**src/rtl/bfp_pkg.sv**
```systemverilog
// Shared types and codes for the bit field packer and unpacker.
package bfp_pkg;

   typedef enum logic [1:0] {
      REQ_WR_FIELD = 2'd0,
      REQ_WR_BIT   = 2'd1,
      REQ_RD_FIELD = 2'd2,
      REQ_RD_BIT   = 2'd3
   } req_kind_type;

   typedef enum logic [2:0] {
      S_IDLE,
      S_EVAL,
      S_WR_RD,
      S_WR,
      S_RD,
      S_RD_WAIT,
      S_FIN
   } state_type;

   typedef struct packed {
      logic load_req;
      logic eval;
      logic rd_old;
      logic rd_issue;
      logic wr_byte;
      logic finish;
   } cmd_type;

   typedef struct packed {
      logic ovf;
      logic is_write;
      logic last_k;
      logic rsp_free;
   } sts_type;

   localparam int unsigned BYTE_BITS = 8;
   localparam int unsigned BIT_IDX_MAX = 7;
   localparam int unsigned VALUE_BITS = 16;

endpackage

```
**src/rtl/bfp_ctrl.sv**
```systemverilog
// Controller state machine that sequences the byte accesses of one request.
module bfp_ctrl
   import bfp_pkg::*;
(
   input  logic    clock,
   input  logic    reset,
   input  logic    req_tvalid,
   output logic    req_tready,
   input  sts_type sts,
   output cmd_type cmd
);

   state_type state_ff;
   state_type state_in;

   always_ff @(posedge clock) begin
      if (reset) begin
         state_ff <= S_IDLE;
      end else begin
         state_ff <= state_in;
      end
   end

   always_comb begin
      state_in = state_ff;
      unique case (state_ff)
         S_IDLE: begin
            if (req_tvalid) begin
               state_in = S_EVAL;
            end
         end
         S_EVAL: begin
            priority if (sts.ovf) begin
               state_in = S_FIN;
            end else if (sts.is_write) begin
               state_in = S_WR_RD;
            end else begin
               state_in = S_RD;
            end
         end
         S_WR_RD: state_in = S_WR;
         S_WR: begin
            if (sts.last_k) begin
               state_in = S_FIN;
            end
         end
         S_RD: begin
            if (sts.last_k) begin
               state_in = S_RD_WAIT;
            end
         end
         S_RD_WAIT: state_in = S_FIN;
         S_FIN: begin
            if (sts.rsp_free) begin
               state_in = S_IDLE;
            end
         end
         default: state_in = S_IDLE;
      endcase
   end

   always_comb begin
      cmd        = '0;
      req_tready = 1'b0;
      unique case (state_ff)
         S_IDLE: begin
            req_tready   = 1'b1;
            cmd.load_req = req_tvalid;
         end
         S_EVAL:    cmd.eval     = 1'b1;
         S_WR_RD:   cmd.rd_old   = 1'b1;
         S_WR:      cmd.wr_byte  = 1'b1;
         S_RD:      cmd.rd_issue = 1'b1;
         S_RD_WAIT: cmd          = '0;
         S_FIN:     cmd.finish   = sts.rsp_free;
         default:   cmd          = '0;
      endcase
   end

endmodule

```
**config.mk**
```make
export PLATFORM = sky130hd
export DESIGN_NAME = bfp_ctrl
export DESIGN_NICKNAME = d
export VERILOG_FILES = /design/src/rtl/bfp_pkg.sv /design/src/rtl/bfp_ctrl.sv
export SDC_FILE = /design/constraint.sdc
export NUM_CORES = 1
export LEC_CHECK = 0
export ABC_AREA = 1
export BUFFER_PORTS_ARGS = -buffer_cell sky130_fd_sc_hd__buf_4
export CAP_MARGIN = 20
export CORE_AREA = 4 4 41 43
export CTS_CLUSTER_SIZE = 8
export DETAILED_ROUTE_END_ITERATION = 16
export DIE_AREA = 0 0 45 47
export MAX_ROUTING_LAYER = met4
export PLACE_DENSITY = 0.47
export SETUP_SLACK_MARGIN = 0.05
export SYNTH_ARGS = -nofsm -noshare
export SYNTH_HDL_FRONTEND = slang
export SYNTH_SLANG_ARGS = --single-unit
```
**constraint.sdc**
```tcl
create_clock -name clock -period 3.55 [get_ports clock]
set_clock_uncertainty 0.15 [all_clocks]
set_input_delay 0.71 -clock clock [delete_from_list [all_inputs] [get_ports clock]]
set_output_delay 0.71 -clock clock [all_outputs]
set_load 0.05 [all_outputs]
```
==> qor.csv, run 1 <==
metric,value,unit
die span in y,47,um
WL/cell,8.013,um
Hold EP,state_ff[1],
critical path endpoint category,output port,
largest net degree at the start of global routing,10,
hold-fix buffers at CTS,0,
drc violations,0,
gp weighted congestion,0.7251,
Mapped Nets,55,
hold_sp,state_ff[1],
worst r2r path cells,7,
Cell variety after synth,14,
Syn-to-layout area delta,49.77,%
DRT iter0 DRCs,11,
DRT antenna net count,0,
Syn Area/Cell,5.761,um^2
floorplan row count,13,
minimum clock period,2.058,ns
Tightest Pin Transition,0.3113,ns
antenna violations before repair,0,
Min-Delay Path Depth,2,
GRT Total Usage,6.759,%
Vias,309,
final setup fails,0,
R2R Setup Slk,2.22,ns
Synth Cell Area,276.5,um^2
first-pass GRT wire length,1.014,mm
Synth Register Bits,3,
io pins,14,
HP Class,reg2reg,
grt ovf,0,
nets,72,
crit start category,input pin,
"Seq/Total Area, Yosys",21.72,%
Post CTS Setup Buffer Count,0,
CTS Sinks,3,
power per cell area,965.3,nW/um^2
"Hold Violations, Final",0,
crit path DAT,1.20,ns
Fin Hold WS,0.4760,ns
top flop regs,state_ff x3,
final period utilization,57.98,%
Post-Route WL,633,um
max FFs per register,3,
TritonCTS clock tree,yes,
vias in the first global route,269,
Worst VDD drop,0.0001981,V
Max transition margin,79.22,%
layout cells sized above 1,37.50,%
reg-to-reg startpoint,state_ff[0],
worst skew pair latency,0.24,ns
Port Buffer Count,13,
Max clock buf depth,2,
FMAX,485.8,MHz
CTS-repair resized insts,0,
Num CTS Buffers,3,
Max Cap Violations,0,
via/cell ratio,3.911,
Initial Utilization,21.25,%
Die W,45,um
most flop-heavy register,state_ff,
die area,2115,um^2
Static Leak,0.2425,nW
Root Buffer,clkbuf_4,
reg2reg end,state_ff[2],
critical path required time,2.69,ns
number of diodes,0,
post-detail-place hpwl,505.4,um
router iterations before antenna repair,4,
clk slew on worst S/H paths,0.04,ns
Total Neg Setup Slack,0,ns
CTS H-tree lvls,1,
core footprint,1301,um^2
Worst Path Max Fanout,2,
synth warn,0,
CP Class,in2out,
RSZ-0062 raised after global routing,no,
Post-Synthesis Cells,48,
status,finished clean,
max-slew violations,0,
-- Yosys cell counts --
cell type,n,area share [%]
a21oi_1,3,5.4
buf_2,1,1.8
bufinv_8,1,6.3
dfxtp_1,3,22
inv_1,7,9.5
inv_2,2,2.7
nand2_1,12,16
nand2_2,2,4.5
nand3_1,5,9.0
nand3b_1,1,2.7
nor2_1,5,6.8
nor2_2,3,6.8
nor3_1,2,3.6
nor3b_1,1,2.7
-- stage by stage --
stage	instances	util [%]	setup slack, ns	power [W]	instance area, um^2
after floorplan	48	-	0.8710	0.0002753	276.5
after global placement	75	29.81	1.498	0.0003427	387.9
after detailed placement	75	29.81	1.484	0.0003418	387.9
after CTS	79	31.83	1.458	0.0004058	414.1
after global routing	79	31.83	1.399	0.0004308	414.1
final	79	31.83	1.492	0.0003998	414.1
-- critical path, stage by stage --
cell and delay (ns):
buf_4 0.08, inv_1 0.04, nor3_1 0.15, buf_4 0.22
-- cell families (layout without fill, tap and decap cells) --
logic type,after synthesis,in the layout,share of synthesized area (%)
compound gates,3,3,5.428
simple gates,31,31,52.49
buf+inv,11,27,20.36
flops,3,3,21.72
-- cells in the final DEF, fill, tap and decap left out --
cell / synthesis / routed
a21oi_1: 3 / 3
nand3b_1: 1 / 1
inv_2: 2 / 2
inv_1: 7 / 7
clkbuf_1: 0 / 1
clkbuf_4: 0 / 3
dfxtp_1: 3 / 3
buf_4: 0 / 13
nor2_2: 3 / 3
nand2_1: 12 / 12
nor3_1: 2 / 2
nor2_1: 5 / 5
nand2_2: 2 / 2
nand3_1: 5 / 5
bufinv_8: 1 / 1
nor3b_1: 1 / 1
-- layer usage --
metal  track usage [%]  part of all wire (%)
met5                 -                     0
met4             5.263                   2.7
met3             1.149                   7.6
met2             10.17                    43
met1             7.919                    46
-- power breakdown --
group / total (W) / internal (W) / switching [W] / leakage [nW]
sequential: 0.0000762 / 0.0000479 / 0.0000283 / 0.0249
clock: 0.0000611 / 0.0000422 / 0.0000189 / 0.0150
combinational: 0.000263 / 0.0000844 / 0.000178 / 0.203
-- area by class of cell --
cell class | count | area [um^2]
well taps | 15 | 18.77
inverters | 10 | 51.30
multi-input cells | 34 | 160.2
fillers | 159 | 887.1
clock buffers | 4 | 26.28
flip-flops and latches | 3 | 60.06
repair buffers | 13 | 97.59
-- how the worst max path moves through the flow --
| stage | end | start | slack (ns) |
|---|---|---|---|
| 4_1_cts | cmd[4] | state_ff[0] | 1.46 |
| 6_report | cmd[0] | sts[0] | 1.49 |
| 5_1_grt | cmd[4] | state_ff[0] | 1.40 |
| 2_1_floorplan | cmd[0] | sts[0] | 0.87 |
| 3_3_place_gp | cmd[0] | sts[0] | 1.50 |
| 3_5_place_dp | cmd[0] | sts[0] | 1.48 |
Power figures use the tool's default switching activity.
==> run 2: changes to the inputs <==
==> constraint.sdc (replaced) <==
create_clock -name clock -period 2.1 [get_ports clock]
set_clock_uncertainty 0.15 [all_clocks]
set_input_delay 0.42 -clock clock [delete_from_list [all_inputs] [get_ports clock]]
set_output_delay 0.42 -clock clock [all_outputs]
set_load 0.05 [all_outputs]
==> run 2 against run 1 <==
Net effect: clock power rose by 73%; largest power group unchanged; routed wire length rose by 3.8%; combinational power rose by 71%; largest cell class unchanged; final cell count did not move; worst hold slack got worse by 0.29 ns; global-route usage rose by 1.1 points; non-clock buffer count did not move; via count fell by 1.6%; die area did not move; sequential share of layout area fell by 0.51 points; core utilization rose by 1.2 points; design area rose by 3.6%.
==> qor.csv, run 2 (synthesized netlist as in run 1, its figures left out) <==
metric,value,unit
top flop regs,state_ff x3,
crit path DAT,1.21,ns
crit start category,flip-flop,
most flop-heavy register,state_ff,
Max Cap Violations,0,
status,finished clean,
hold_sp,reset,
max-slew violations,0,
Tightest Pin Transition,0.3159,ns
Vias,304,
critical path required time,1.53,ns
CP max-delay cell,dfxtp_1,
Post CTS Setup Buffer Count,0,
via/cell ratio,3.848,
antenna violations before repair,0,
R2R Setup Slk,0.77,ns
final period utilization,84.62,%
CP peak stage delay,0.50,ns
GRT Total Usage,7.818,%
Post-Route WL,657,um
die span in y,47,um
router iterations before antenna repair,4,
"Buf+Inv Stages, Crit Path",2,
worst r2r path cells,7,
Max clock buf depth,2,
Num CTS Buffers,3,
grt ovf,0,
Syn-to-layout area delta,55.20,%
reg2reg end,state_ff[2],
clk slew on worst S/H paths,0.04,ns
fillers,154,
power per cell area,1605,nW/um^2
Total Neg Setup Slack,0,ns
WL/cell,8.316,um
clock share of power,15.4,%
Comb pwr share,65.4,%
RSZ-0062 raised after global routing,no,
minimum clock period,1.777,ns
Hold EP,state_ff[0],
Internal Pwr Total,0.0002990,W
Die W,45,um
DRT antenna net count,0,
floorplan row count,13,
HP Class,in2reg,
"Critical Path, Cell by Cell",nand3_1 -> inv_1 -> buf_4,
Non-Filler Instances,79,
Worst Path Max Fanout,9,
drc violations,0,
Port Buffer Count,13,
worst skew pair latency,0.24,ns
NetSw,0.0003897,W
hold-fix buffers at CTS,0,
first-pass GRT wire length,1.110,mm
CTS H-tree lvls,1,
gp weighted congestion,0.7609,
core footprint,1301,um^2
Initial Utilization,21.25,%
CTS-repair resized insts,0,
DRT iter0 DRCs,10,
Max transition margin,78.91,%
Worst VDD drop,0.0004006,V
overall power,0.0006888,W
largest net degree at the start of global routing,10,
"Hold Violations, Final",0,
nets,72,
layout cells sized above 1,42.19,%
"CP delay by family, top",flip-flops,
critical path endpoint category,output port,
reg-to-reg startpoint,state_ff[0],
io pins,14,
FF+latch area,60.06,um^2
vias in the first global route,294,
post-detail-place hpwl,531.9,um
Root Buffer,clkbuf_4,
multi-input logic area,175.2,um^2
CP Class,reg2out,
"Core Util, Final",32.98,%
Min-Delay Path Depth,2,
most frequent cells in the layout,"buf_4 (13), nand2_1 (12), inv_1 (7)",
Switching Fraction,56.58,%
CTS Sinks,3,
die area,2115,um^2
final setup fails,0,
number of diodes,0,
Placed Cells,75,
max FFs per register,3,
FMAX,562.8,MHz
Static Leak,0.2501,nW
Sequential Power Share,19.2,%
TritonCTS clock tree,yes,
"commonest non-fill, non-tap cell in the layout",buf_4,
-- run 2: cell counts in the layout (fill, tap and decap cells not counted) --
Identical to the previous run, type by type.
-- run 2: final cells by class --
type                       instances  share of cell area [%]
sequential                         3                   13.99
multi-input combinational         34                   40.82
clock buffer                       4                   6.122
timing repair buffer              13                   22.74
inverter                          10                   11.95
tap                               15                   4.373
-- run 2: how the worst max path moves through the flow --
stage / endpoint / cells past startpoint / startpoint
after floorplan: cmd[5] / 4 / state_ff[0]
after global placement: cmd[0] / 3 / state_ff[2]
after detailed placement: cmd[0] / 3 / state_ff[2]
after CTS: cmd[1] / 3 / state_ff[0]
after global routing: cmd[1] / 3 / state_ff[0]
final: cmd[1] / 3 / state_ff[0]
-- run 2: stage by stage --
| step | worst slack, ns | area, um^2 | hold WS [ns] |
|---|---|---|---|
| finish | 0.3231 | 429.2 | 0.1847 |
| detailed placement | 0.5779 | 402.9 | 0.4369 |
| CTS | 0.3091 | 429.2 | 0.1773 |
| global placement | 0.5633 | 402.9 | 0.4412 |
| floorplan | 0.2663 | 291.5 | 0.3391 |
| global route | 0.2371 | 429.2 | 0.1941 |
-- run 2: power by group through the flow --
stage / Clock, W / Combinational [W] / Sequential [W]
after floorplan: 0 / 0.000369 / 0.000109
after global placement: 0 / 0.000459 / 0.000135
after detailed placement: 0 / 0.000456 / 0.000133
after CTS: 0.000112 / 0.000456 / 0.000133
after global routing: 0.000113 / 0.000499 / 0.000141
final: 0.000106 / 0.000450 / 0.000132
-- run 2: per-layer routing --
metal / vias up / GRT usage [%] / routed length (um)
met2: 11 / 10.73 / 284
met4: 0 / 8.772 / 17
li1: 178 / - / -
met5: - / - / 0
met3: 2 / 1.149 / 47
met1: 113 / 9.050 / 307
-- run 2: worst reg2reg max path: cells and delay by family (launching register included) --
kind	cells	cell delay, ns
simple gates	7	0.58
flops	1	0.50
