**src/rtl/bfp_pkg.sv**
```systemverilog
// Shared types and codes for the bit field packer and unpacker.
package bfp_pkg;

   typedef enum logic [1:0] {
      REQ_WR_FIELD = 2'd0,
      REQ_WR_BIT   = 2'd1,
      REQ_RD_FIELD = 2'd2,
      REQ_RD_BIT   = 2'd3
   } req_kind_type;

   typedef enum logic [2:0] {
      S_IDLE,
      S_EVAL,
      S_WR_RD,
      S_WR,
      S_RD,
      S_RD_WAIT,
      S_FIN
   } state_type;

   typedef struct packed {
      logic load_req;
      logic eval;
      logic rd_old;
      logic rd_issue;
      logic wr_byte;
      logic finish;
   } cmd_type;

   typedef struct packed {
      logic ovf;
      logic is_write;
      logic last_k;
      logic rsp_free;
   } sts_type;

   localparam int unsigned BYTE_BITS = 8;
   localparam int unsigned BIT_IDX_MAX = 7;
   localparam int unsigned VALUE_BITS = 16;

endpackage

```
**src/rtl/bfp_datapath.sv**
```systemverilog
// Datapath: cursors, field width, bit window, store access and result register.
module bfp_datapath
   import bfp_pkg::*;
#(
   parameter int unsigned STORE_BYTES    = 1024,
   parameter int unsigned MAX_FIELD_BITS = 16
) (
   input  logic                           clock,
   input  logic                           reset,
   input  logic                           csr_wr_en,
   input  logic [15:0]                    csr_wr_data,
   input  logic [15:0]                    req_tdata,
   input  logic [1:0]                     req_tuser,
   input  cmd_type                        cmd,
   output sts_type                        sts,
   output logic                           ram_we,
   output logic [$clog2(STORE_BYTES)-1:0] ram_waddr,
   output logic [7:0]                     ram_wdata,
   output logic                           ram_re,
   output logic [$clog2(STORE_BYTES)-1:0] ram_raddr,
   input  logic [7:0]                     ram_rdata,
   output logic                           rsp_tvalid,
   input  logic                           rsp_tready,
   output logic [15:0]                    rsp_tdata,
   output logic [0:0]                     rsp_tuser
);

   localparam int unsigned TOTAL_BITS = STORE_BYTES * BYTE_BITS;
   localparam int unsigned CUR_W      = $clog2(TOTAL_BITS + 1);
   localparam int unsigned ADDR_W     = $clog2(STORE_BYTES);
   localparam int unsigned WW         = $clog2(MAX_FIELD_BITS + 1);
   localparam int unsigned WIN_BYTES  = (MAX_FIELD_BITS + 2 * BIT_IDX_MAX) / BYTE_BITS;
   localparam int unsigned WIN_BITS   = WIN_BYTES * BYTE_BITS;
   localparam int unsigned KW         = $clog2(WIN_BYTES + 1);
   localparam int unsigned SH_W       = $clog2(WIN_BITS + 1);

   logic [CUR_W-1:0]          wcur_ff, wcur_in;
   logic [CUR_W-1:0]          rcur_ff, rcur_in;
   logic [WW-1:0]             width_ff, width_in;
   req_kind_type              kind_ff, kind_in;
   logic [15:0]               value_ff, value_in;
   logic [WIN_BITS-1:0]       win_ff, win_in;
   logic [KW-1:0]             k_ff, k_in;
   logic                      rd_pend_ff, rd_pend_in;
   logic                      rsp_valid_ff, rsp_valid_in;
   logic [15:0]               rsp_value_ff, rsp_value_in;
   logic                      rsp_status_ff, rsp_status_in;

   logic [4:0]                bitlen;
   logic                      is_write;
   logic                      is_field;
   logic [WW-1:0]             w;
   logic [CUR_W-1:0]          cur;
   logic                      ovf;
   logic [2:0]                offs;
   logic [ADDR_W-1:0]         idx;
   logic [SH_W-1:0]           span;
   logic [KW-1:0]             nbytes_m1;
   logic [SH_W-1:0]           sh;
   logic [MAX_FIELD_BITS-1:0] fmask;
   logic [MAX_FIELD_BITS-1:0] fval;
   logic [WIN_BITS-1:0]       wwin;
   logic [WIN_BITS-1:0]       rd_field;
   logic [7:0]                wr_slot;
   logic [7:0]                lead_mask;
   logic [KW-1:0]             cap_k;
   logic [ADDR_W-1:0]         cap_addr;
   logic [CUR_W-4:0]          wbyte;
   logic [7:0]                cap_mask;

   // Field width is the bit length of the written maximum value, at least 1 and at most MAX_FIELD_BITS.
   always_comb begin
      bitlen = 5'd0;
      for (int i = 0; i < 16; i++) begin
         if (csr_wr_data[i]) begin
            bitlen = 5'(i + 1);
         end
      end
      if (bitlen == 5'd0) begin
         bitlen = 5'd1;
      end
      if (int'(bitlen) > MAX_FIELD_BITS) begin
         bitlen = 5'(MAX_FIELD_BITS);
      end
   end

   assign width_in = csr_wr_en ? WW'(bitlen) : width_ff;

   assign is_write  = (kind_ff == REQ_WR_FIELD) || (kind_ff == REQ_WR_BIT);
   assign is_field  = (kind_ff == REQ_WR_FIELD) || (kind_ff == REQ_RD_FIELD);
   assign w         = is_field ? width_ff : WW'(1);
   assign cur       = is_write ? wcur_ff : rcur_ff;
   assign ovf       = ({1'b0, cur} + (CUR_W + 1)'(w)) > (CUR_W + 1)'(TOTAL_BITS);
   assign offs      = cur[2:0];
   assign idx       = cur[ADDR_W+2:3];
   assign span      = SH_W'(offs) + SH_W'(w) - SH_W'(1);
   assign nbytes_m1 = KW'(span >> 3);
   assign sh        = SH_W'(WIN_BITS) - SH_W'(offs) - SH_W'(w);
   assign fmask     = {MAX_FIELD_BITS{1'b1}} >> (SH_W'(MAX_FIELD_BITS) - SH_W'(w));
   assign fval      = MAX_FIELD_BITS'(value_ff) & fmask;
   assign wwin      = WIN_BITS'(fval) << sh;
   assign rd_field  = (win_ff >> sh) & WIN_BITS'(fmask);
   assign lead_mask = ~(8'hFF >> offs);

   always_comb begin
      wr_slot = 8'd0;
      for (int s = 0; s < WIN_BYTES; s++) begin
         if (k_ff == KW'(s)) begin
            wr_slot = win_ff[WIN_BITS-1-BYTE_BITS*s -: 8];
         end
      end
   end

   // Bits at or past the write cursor were never written and read as zero.
   assign cap_k    = k_ff - KW'(1);
   assign cap_addr = idx + ADDR_W'(cap_k);
   assign wbyte    = wcur_ff[CUR_W-1:3];

   always_comb begin
      priority if ((CUR_W - 3)'(cap_addr) < wbyte) begin
         cap_mask = 8'hFF;
      end else if ((CUR_W - 3)'(cap_addr) == wbyte) begin
         cap_mask = ~(8'hFF >> wcur_ff[2:0]);
      end else begin
         cap_mask = 8'h00;
      end
   end

   always_comb begin
      win_in = win_ff;
      priority if (cmd.load_req) begin
         win_in = '0;
      end else if (cmd.eval && is_write) begin
         win_in = wwin;
      end else if (rd_pend_ff) begin
         for (int s = 0; s < WIN_BYTES; s++) begin
            if (cap_k == KW'(s)) begin
               win_in[WIN_BITS-1-BYTE_BITS*s -: 8] = ram_rdata & cap_mask;
            end
         end
      end else begin
         win_in = win_ff;
      end
   end

   assign kind_in    = cmd.load_req ? req_kind_type'(req_tuser) : kind_ff;
   assign value_in   = cmd.load_req ? req_tdata : value_ff;
   assign rd_pend_in = cmd.rd_issue;

   always_comb begin
      priority if (cmd.load_req) begin
         k_in = '0;
      end else if (cmd.rd_issue || cmd.wr_byte) begin
         k_in = k_ff + KW'(1);
      end else begin
         k_in = k_ff;
      end
   end

   always_comb begin
      wcur_in = wcur_ff;
      rcur_in = rcur_ff;
      if (cmd.finish && !ovf) begin
         if (is_write) begin
            wcur_in = CUR_W'(wcur_ff + CUR_W'(w));
         end else begin
            rcur_in = CUR_W'(rcur_ff + CUR_W'(w));
         end
      end
   end

   always_comb begin
      rsp_valid_in  = rsp_valid_ff;
      rsp_value_in  = rsp_value_ff;
      rsp_status_in = rsp_status_ff;
      priority if (cmd.finish) begin
         rsp_valid_in  = 1'b1;
         rsp_value_in  = (!is_write && !ovf) ? VALUE_BITS'(rd_field) : 16'd0;
         rsp_status_in = ovf;
      end else if (rsp_tready) begin
         rsp_valid_in = 1'b0;
      end else begin
         rsp_valid_in = rsp_valid_ff;
      end
   end

   always_ff @(posedge clock) begin
      if (reset) begin
         wcur_ff      <= '0;
         rcur_ff      <= '0;
         width_ff     <= WW'(1);
         k_ff         <= '0;
         rd_pend_ff   <= 1'b0;
         rsp_valid_ff <= 1'b0;
      end else begin
         wcur_ff      <= wcur_in;
         rcur_ff      <= rcur_in;
         width_ff     <= width_in;
         k_ff         <= k_in;
         rd_pend_ff   <= rd_pend_in;
         rsp_valid_ff <= rsp_valid_in;
      end
   end

   always_ff @(posedge clock) begin
      kind_ff       <= kind_in;
      value_ff      <= value_in;
      win_ff        <= win_in;
      rsp_value_ff  <= rsp_value_in;
      rsp_status_ff <= rsp_status_in;
   end

   assign ram_re    = cmd.rd_old || cmd.rd_issue;
   assign ram_raddr = idx + ADDR_W'(k_ff);
   assign ram_we    = cmd.wr_byte;
   assign ram_waddr = idx + ADDR_W'(k_ff);
   assign ram_wdata = (k_ff == '0) ? ((ram_rdata & lead_mask) | wr_slot) : wr_slot;

   assign sts.ovf      = ovf;
   assign sts.is_write = is_write;
   assign sts.last_k   = (k_ff == nbytes_m1);
   assign sts.rsp_free = !rsp_valid_ff || rsp_tready;

   assign rsp_tvalid   = rsp_valid_ff;
   assign rsp_tdata    = rsp_value_ff;
   assign rsp_tuser[0] = rsp_status_ff;

endmodule

```
**config.mk**
```make
export PLATFORM = sky130hd
export DESIGN_NAME = bfp_datapath
export DESIGN_NICKNAME = d
export VERILOG_FILES = /design/src/rtl/bfp_pkg.sv /design/src/rtl/bfp_datapath.sv
export SDC_FILE = /design/constraint.sdc
export NUM_CORES = 1
export LEC_CHECK = 0
export BUFFER_PORTS_ARGS = -buffer_cell sky130_fd_sc_hd__buf_2
export CORE_ASPECT_RATIO = 0.6
export CORE_MARGIN = 2
export CORE_UTILIZATION = 65
export DETAILED_ROUTE_END_ITERATION = 16
export GPL_TIMING_DRIVEN = 1
export PLACE_DENSITY_LB_ADDON = 0.25
export SKIP_LAST_GASP = 1
export SYNTH_ARGS = -nofsm -noshare
export SYNTH_HDL_FRONTEND = slang
export SYNTH_SLANG_ARGS = --single-unit
```
**constraint.sdc**
```tcl
create_clock -name clock -period 10.78 [get_ports clock]
set_input_delay 1.078 -clock clock [delete_from_list [all_inputs] [get_ports clock]]
set_output_delay 1.078 -clock clock [all_outputs]
set_load 0.05 [all_outputs]
```
==> results_dict.tcl <==
set metrics [dict create \
    outcome "completed" \
    skew_ns 0.0126 \
    synth_area_um2 8390 \
    grt_use_met3_pct 16.4 \
    p_leak_nw 3.72 \
    met1_usage_pct 62.1 \
    wl_per_cell_um 21.1 \
    design_area_um2 9150 \
    synthMostInstantiatedCell "nand2_1" \
    die-width_um 151 \
    first_pass_iters 6 \
    vias 8527 \
    numCtsBuffers 9 \
    cts_root_buf "clkbuf_16" \
    rsz0062_at_grt "false" \
    power.density_nw_per_um2 125 \
    routabilityCongestion 1.02 \
    core_area_um2 12700 \
    synthTopCellsByArea "dfxtp_1, edfxtp_1, ha_1, mux2i_1, nand2_1" \
    port_buffers 102 \
    hold_class "register to register" \
    fill_cells 1052 \
    synth_area_per_cell_um2 8.15 \
    synth_ff_type "dfxtp_1" \
    ios 104 \
    finalSetupTns_ns 0 \
    clockBufferDepth 2 \
    syn_inst 1030 \
    startpoint_type "register" \
    critPathKind "register to output port" \
    initial_core_util_pct 65.9 \
    area_delta_synth_final_pct 9.05 \
    grt_remaining_overflow 0 \
    grt_max_degree 56 \
    arrival_ns 5.08 \
    antenna_found_initial 0 \
    drtAntennaViolNets 0 \
    grt_pass1_wl_mm 41.0 \
    clkTransAtPathRegs_ns 0.07 \
    cts_resized 0 \
    utilization_pct 71.9 \
    ir_drop_mv 0.0731 \
    wirelength_mm 26.6 \
    yosysTopAreaCell "dfxtp_1" \
    regArea_um2 2270 \
    final_max_slew_viol_count 0 \
    ys_seq_area_share_pct 27.1 \
    finalCritPeriodShare_pct 57.1 \
    yosysTopAreaCellShare_pct 14.6 \
    drive_gt1_share_pct 15.4 \
    max_freq_ghz 0.162 \
    drt-initial-drc-count 1224 \
    grt_busiest_layer "met1" \
    drt-vias-per-instance 6.76 \
    antennaDiodeCount 0 \
    hpwlAfterDp_mm 20.3 \
    die_y_um 92.0 \
    htree_num_levels 3 \
    numClockSinks 96 \
    clkLatencyLatePin_ns 0.35 \
    final_cell_count_no_fill 1261 \
    hold_viol_final 0 \
    cts_tree "built" \
    placementRows 32 \
    syn_nets 1135 \
    fin_crit_ns 6.16 \
    grtUsageMet2_pct 47.3 \
    grt_pass1_vias 7280 \
    crit_fanout 28 \
    synth_warnings 0 \
    drc 0 \
    synth_edf_count 35 \
    die-area_um2 13900 \
    cts_hold_buf 0 \
    multiInputGateArea_um2 5610 \
    endpoint_kind "output port" \
    synth.distinct_cells 84 \
    relSlewSlack_pct 21.1 \
    dpl.cell_count 1245 \
    finalSetupViolCount 0 \
    fin_nets 1191 \
    placed_area_um2 8880 \
    maxCapViolCount 0 \
    worst_slew_pin_slew_ns 1.17 \
    worstPathRequired_ns 9.70 \
    track_usage_pct 38.7 \
    synth_commonest_cells "nand2_1, nor2_1, a21oi_1, dfxtp_1, o21ai_0" \
    async_flop_share_pct 0 \
    post_cts_buffers 0 \
    ys_ff_latch 96 \
]
-- where the power goes --
group,total (mW),switching [mW],internal [mW]
sequential,0.417,0.0216,0.395
clock,0.309,0.153,0.157
combinational,0.422,0.290,0.133
total,1.15,0.464,0.685
-- stage by stage --
step	hold WS, ns	total power [mW]	worst slack [ns]
3_5_place_dp	0.492	0.824	4.96
2_1_floorplan	0.465	0.714	5.76
3_3_place_gp	0.477	0.819	5.10
5_1_grt	0.528	1.19	4.43
4_1_cts	0.502	1.13	4.73
6_report	0.502	1.15	4.62
-- layout make-up --
class / count / area share [%]
multi-input combinational: 815 / 61.3
clock inverter: 7 / 0.506
clock buffer: 9 / 2.46
tap: 170 / 2.32
sequential: 96 / 24.8
timing repair buffer: 112 / 6.40
inverter: 52 / 2.13
-- routing by layer --
metal  share of wire, %  wire, um
met1                 45     11900
met2                 36      9460
met3                 19      4940
met4               0.91       242
met5                  0         0
-- path summary, 6_finish.rpt --
kind                from     endpoint  slack [ns]  cells after the start
max           kind_ff[1]       sts[3]        4.62                     12
min          width_ff[1]  width_ff[1]        0.50                      2
max reg2reg   kind_ff[1]  wcur_ff[12]        4.76                     12
min reg2reg  width_ff[1]  width_ff[1]        0.50                      2
-- cells in the final DEF, fill, tap and decap left out, types with 10 or more instances in the layout --
master,n
ha_1,45
a21oi_1,72
buf_2,102
edfxtp_1,35
xor2_1,13
nor2b_1,14
inv_1,48
mux2i_1,49
nor3_1,27
xnor2_1,24
and3_1,11
o22ai_1,11
nand3_1,25
nand2_1,106
o21a_1,11
nor2_1,95
o31ai_1,16
or4_1,11
dfxtp_1,61
o21ai_0,57
mux2_2,12
a31oi_1,10
a211oi_1,22
nand2b_1,15
buf_4,10
-- worst max-delay path, stage by stage (launching register included) --
cell,delay (ns)
edfxtp_1,0.34
buf_4,0.36
mux2i_1,0.57
inv_1,0.17
fa_1,0.49
a211o_1,0.30
a21oi_1,0.44
nor2_1,0.12
xnor2_1,0.16
o41ai_2,1.06
and2_2,0.41
inv_1,0.08
buf_2,0.21
-- kinds of logic after synthesis --
kind of cell | Yosys count | share of synthesized area (%)
AO/OA/AOI/OAI | 296 | 23.8
XOR/XNOR | 39 | 4.07
adder cells (fa/ha/maj) | 53 | 8.53
buffers and inverters | 119 | 6.23
flip-flops | 96 | 27.1
multiplexers | 70 | 9.39
AND/OR/NAND/NOR | 357 | 20.9
-- state kept, by name, summed over array words and instances, names as in the netlist --
name        count
width_ff        5
rd_pend_ff      1
rsp_tdata      16
rcur_ff        14
value_ff       16
win_ff         24
rsp_tvalid      1
k_ff            2
rsp_tuser       1
kind_ff         2
wcur_ff        14
(Power assumes the default switching activity.)
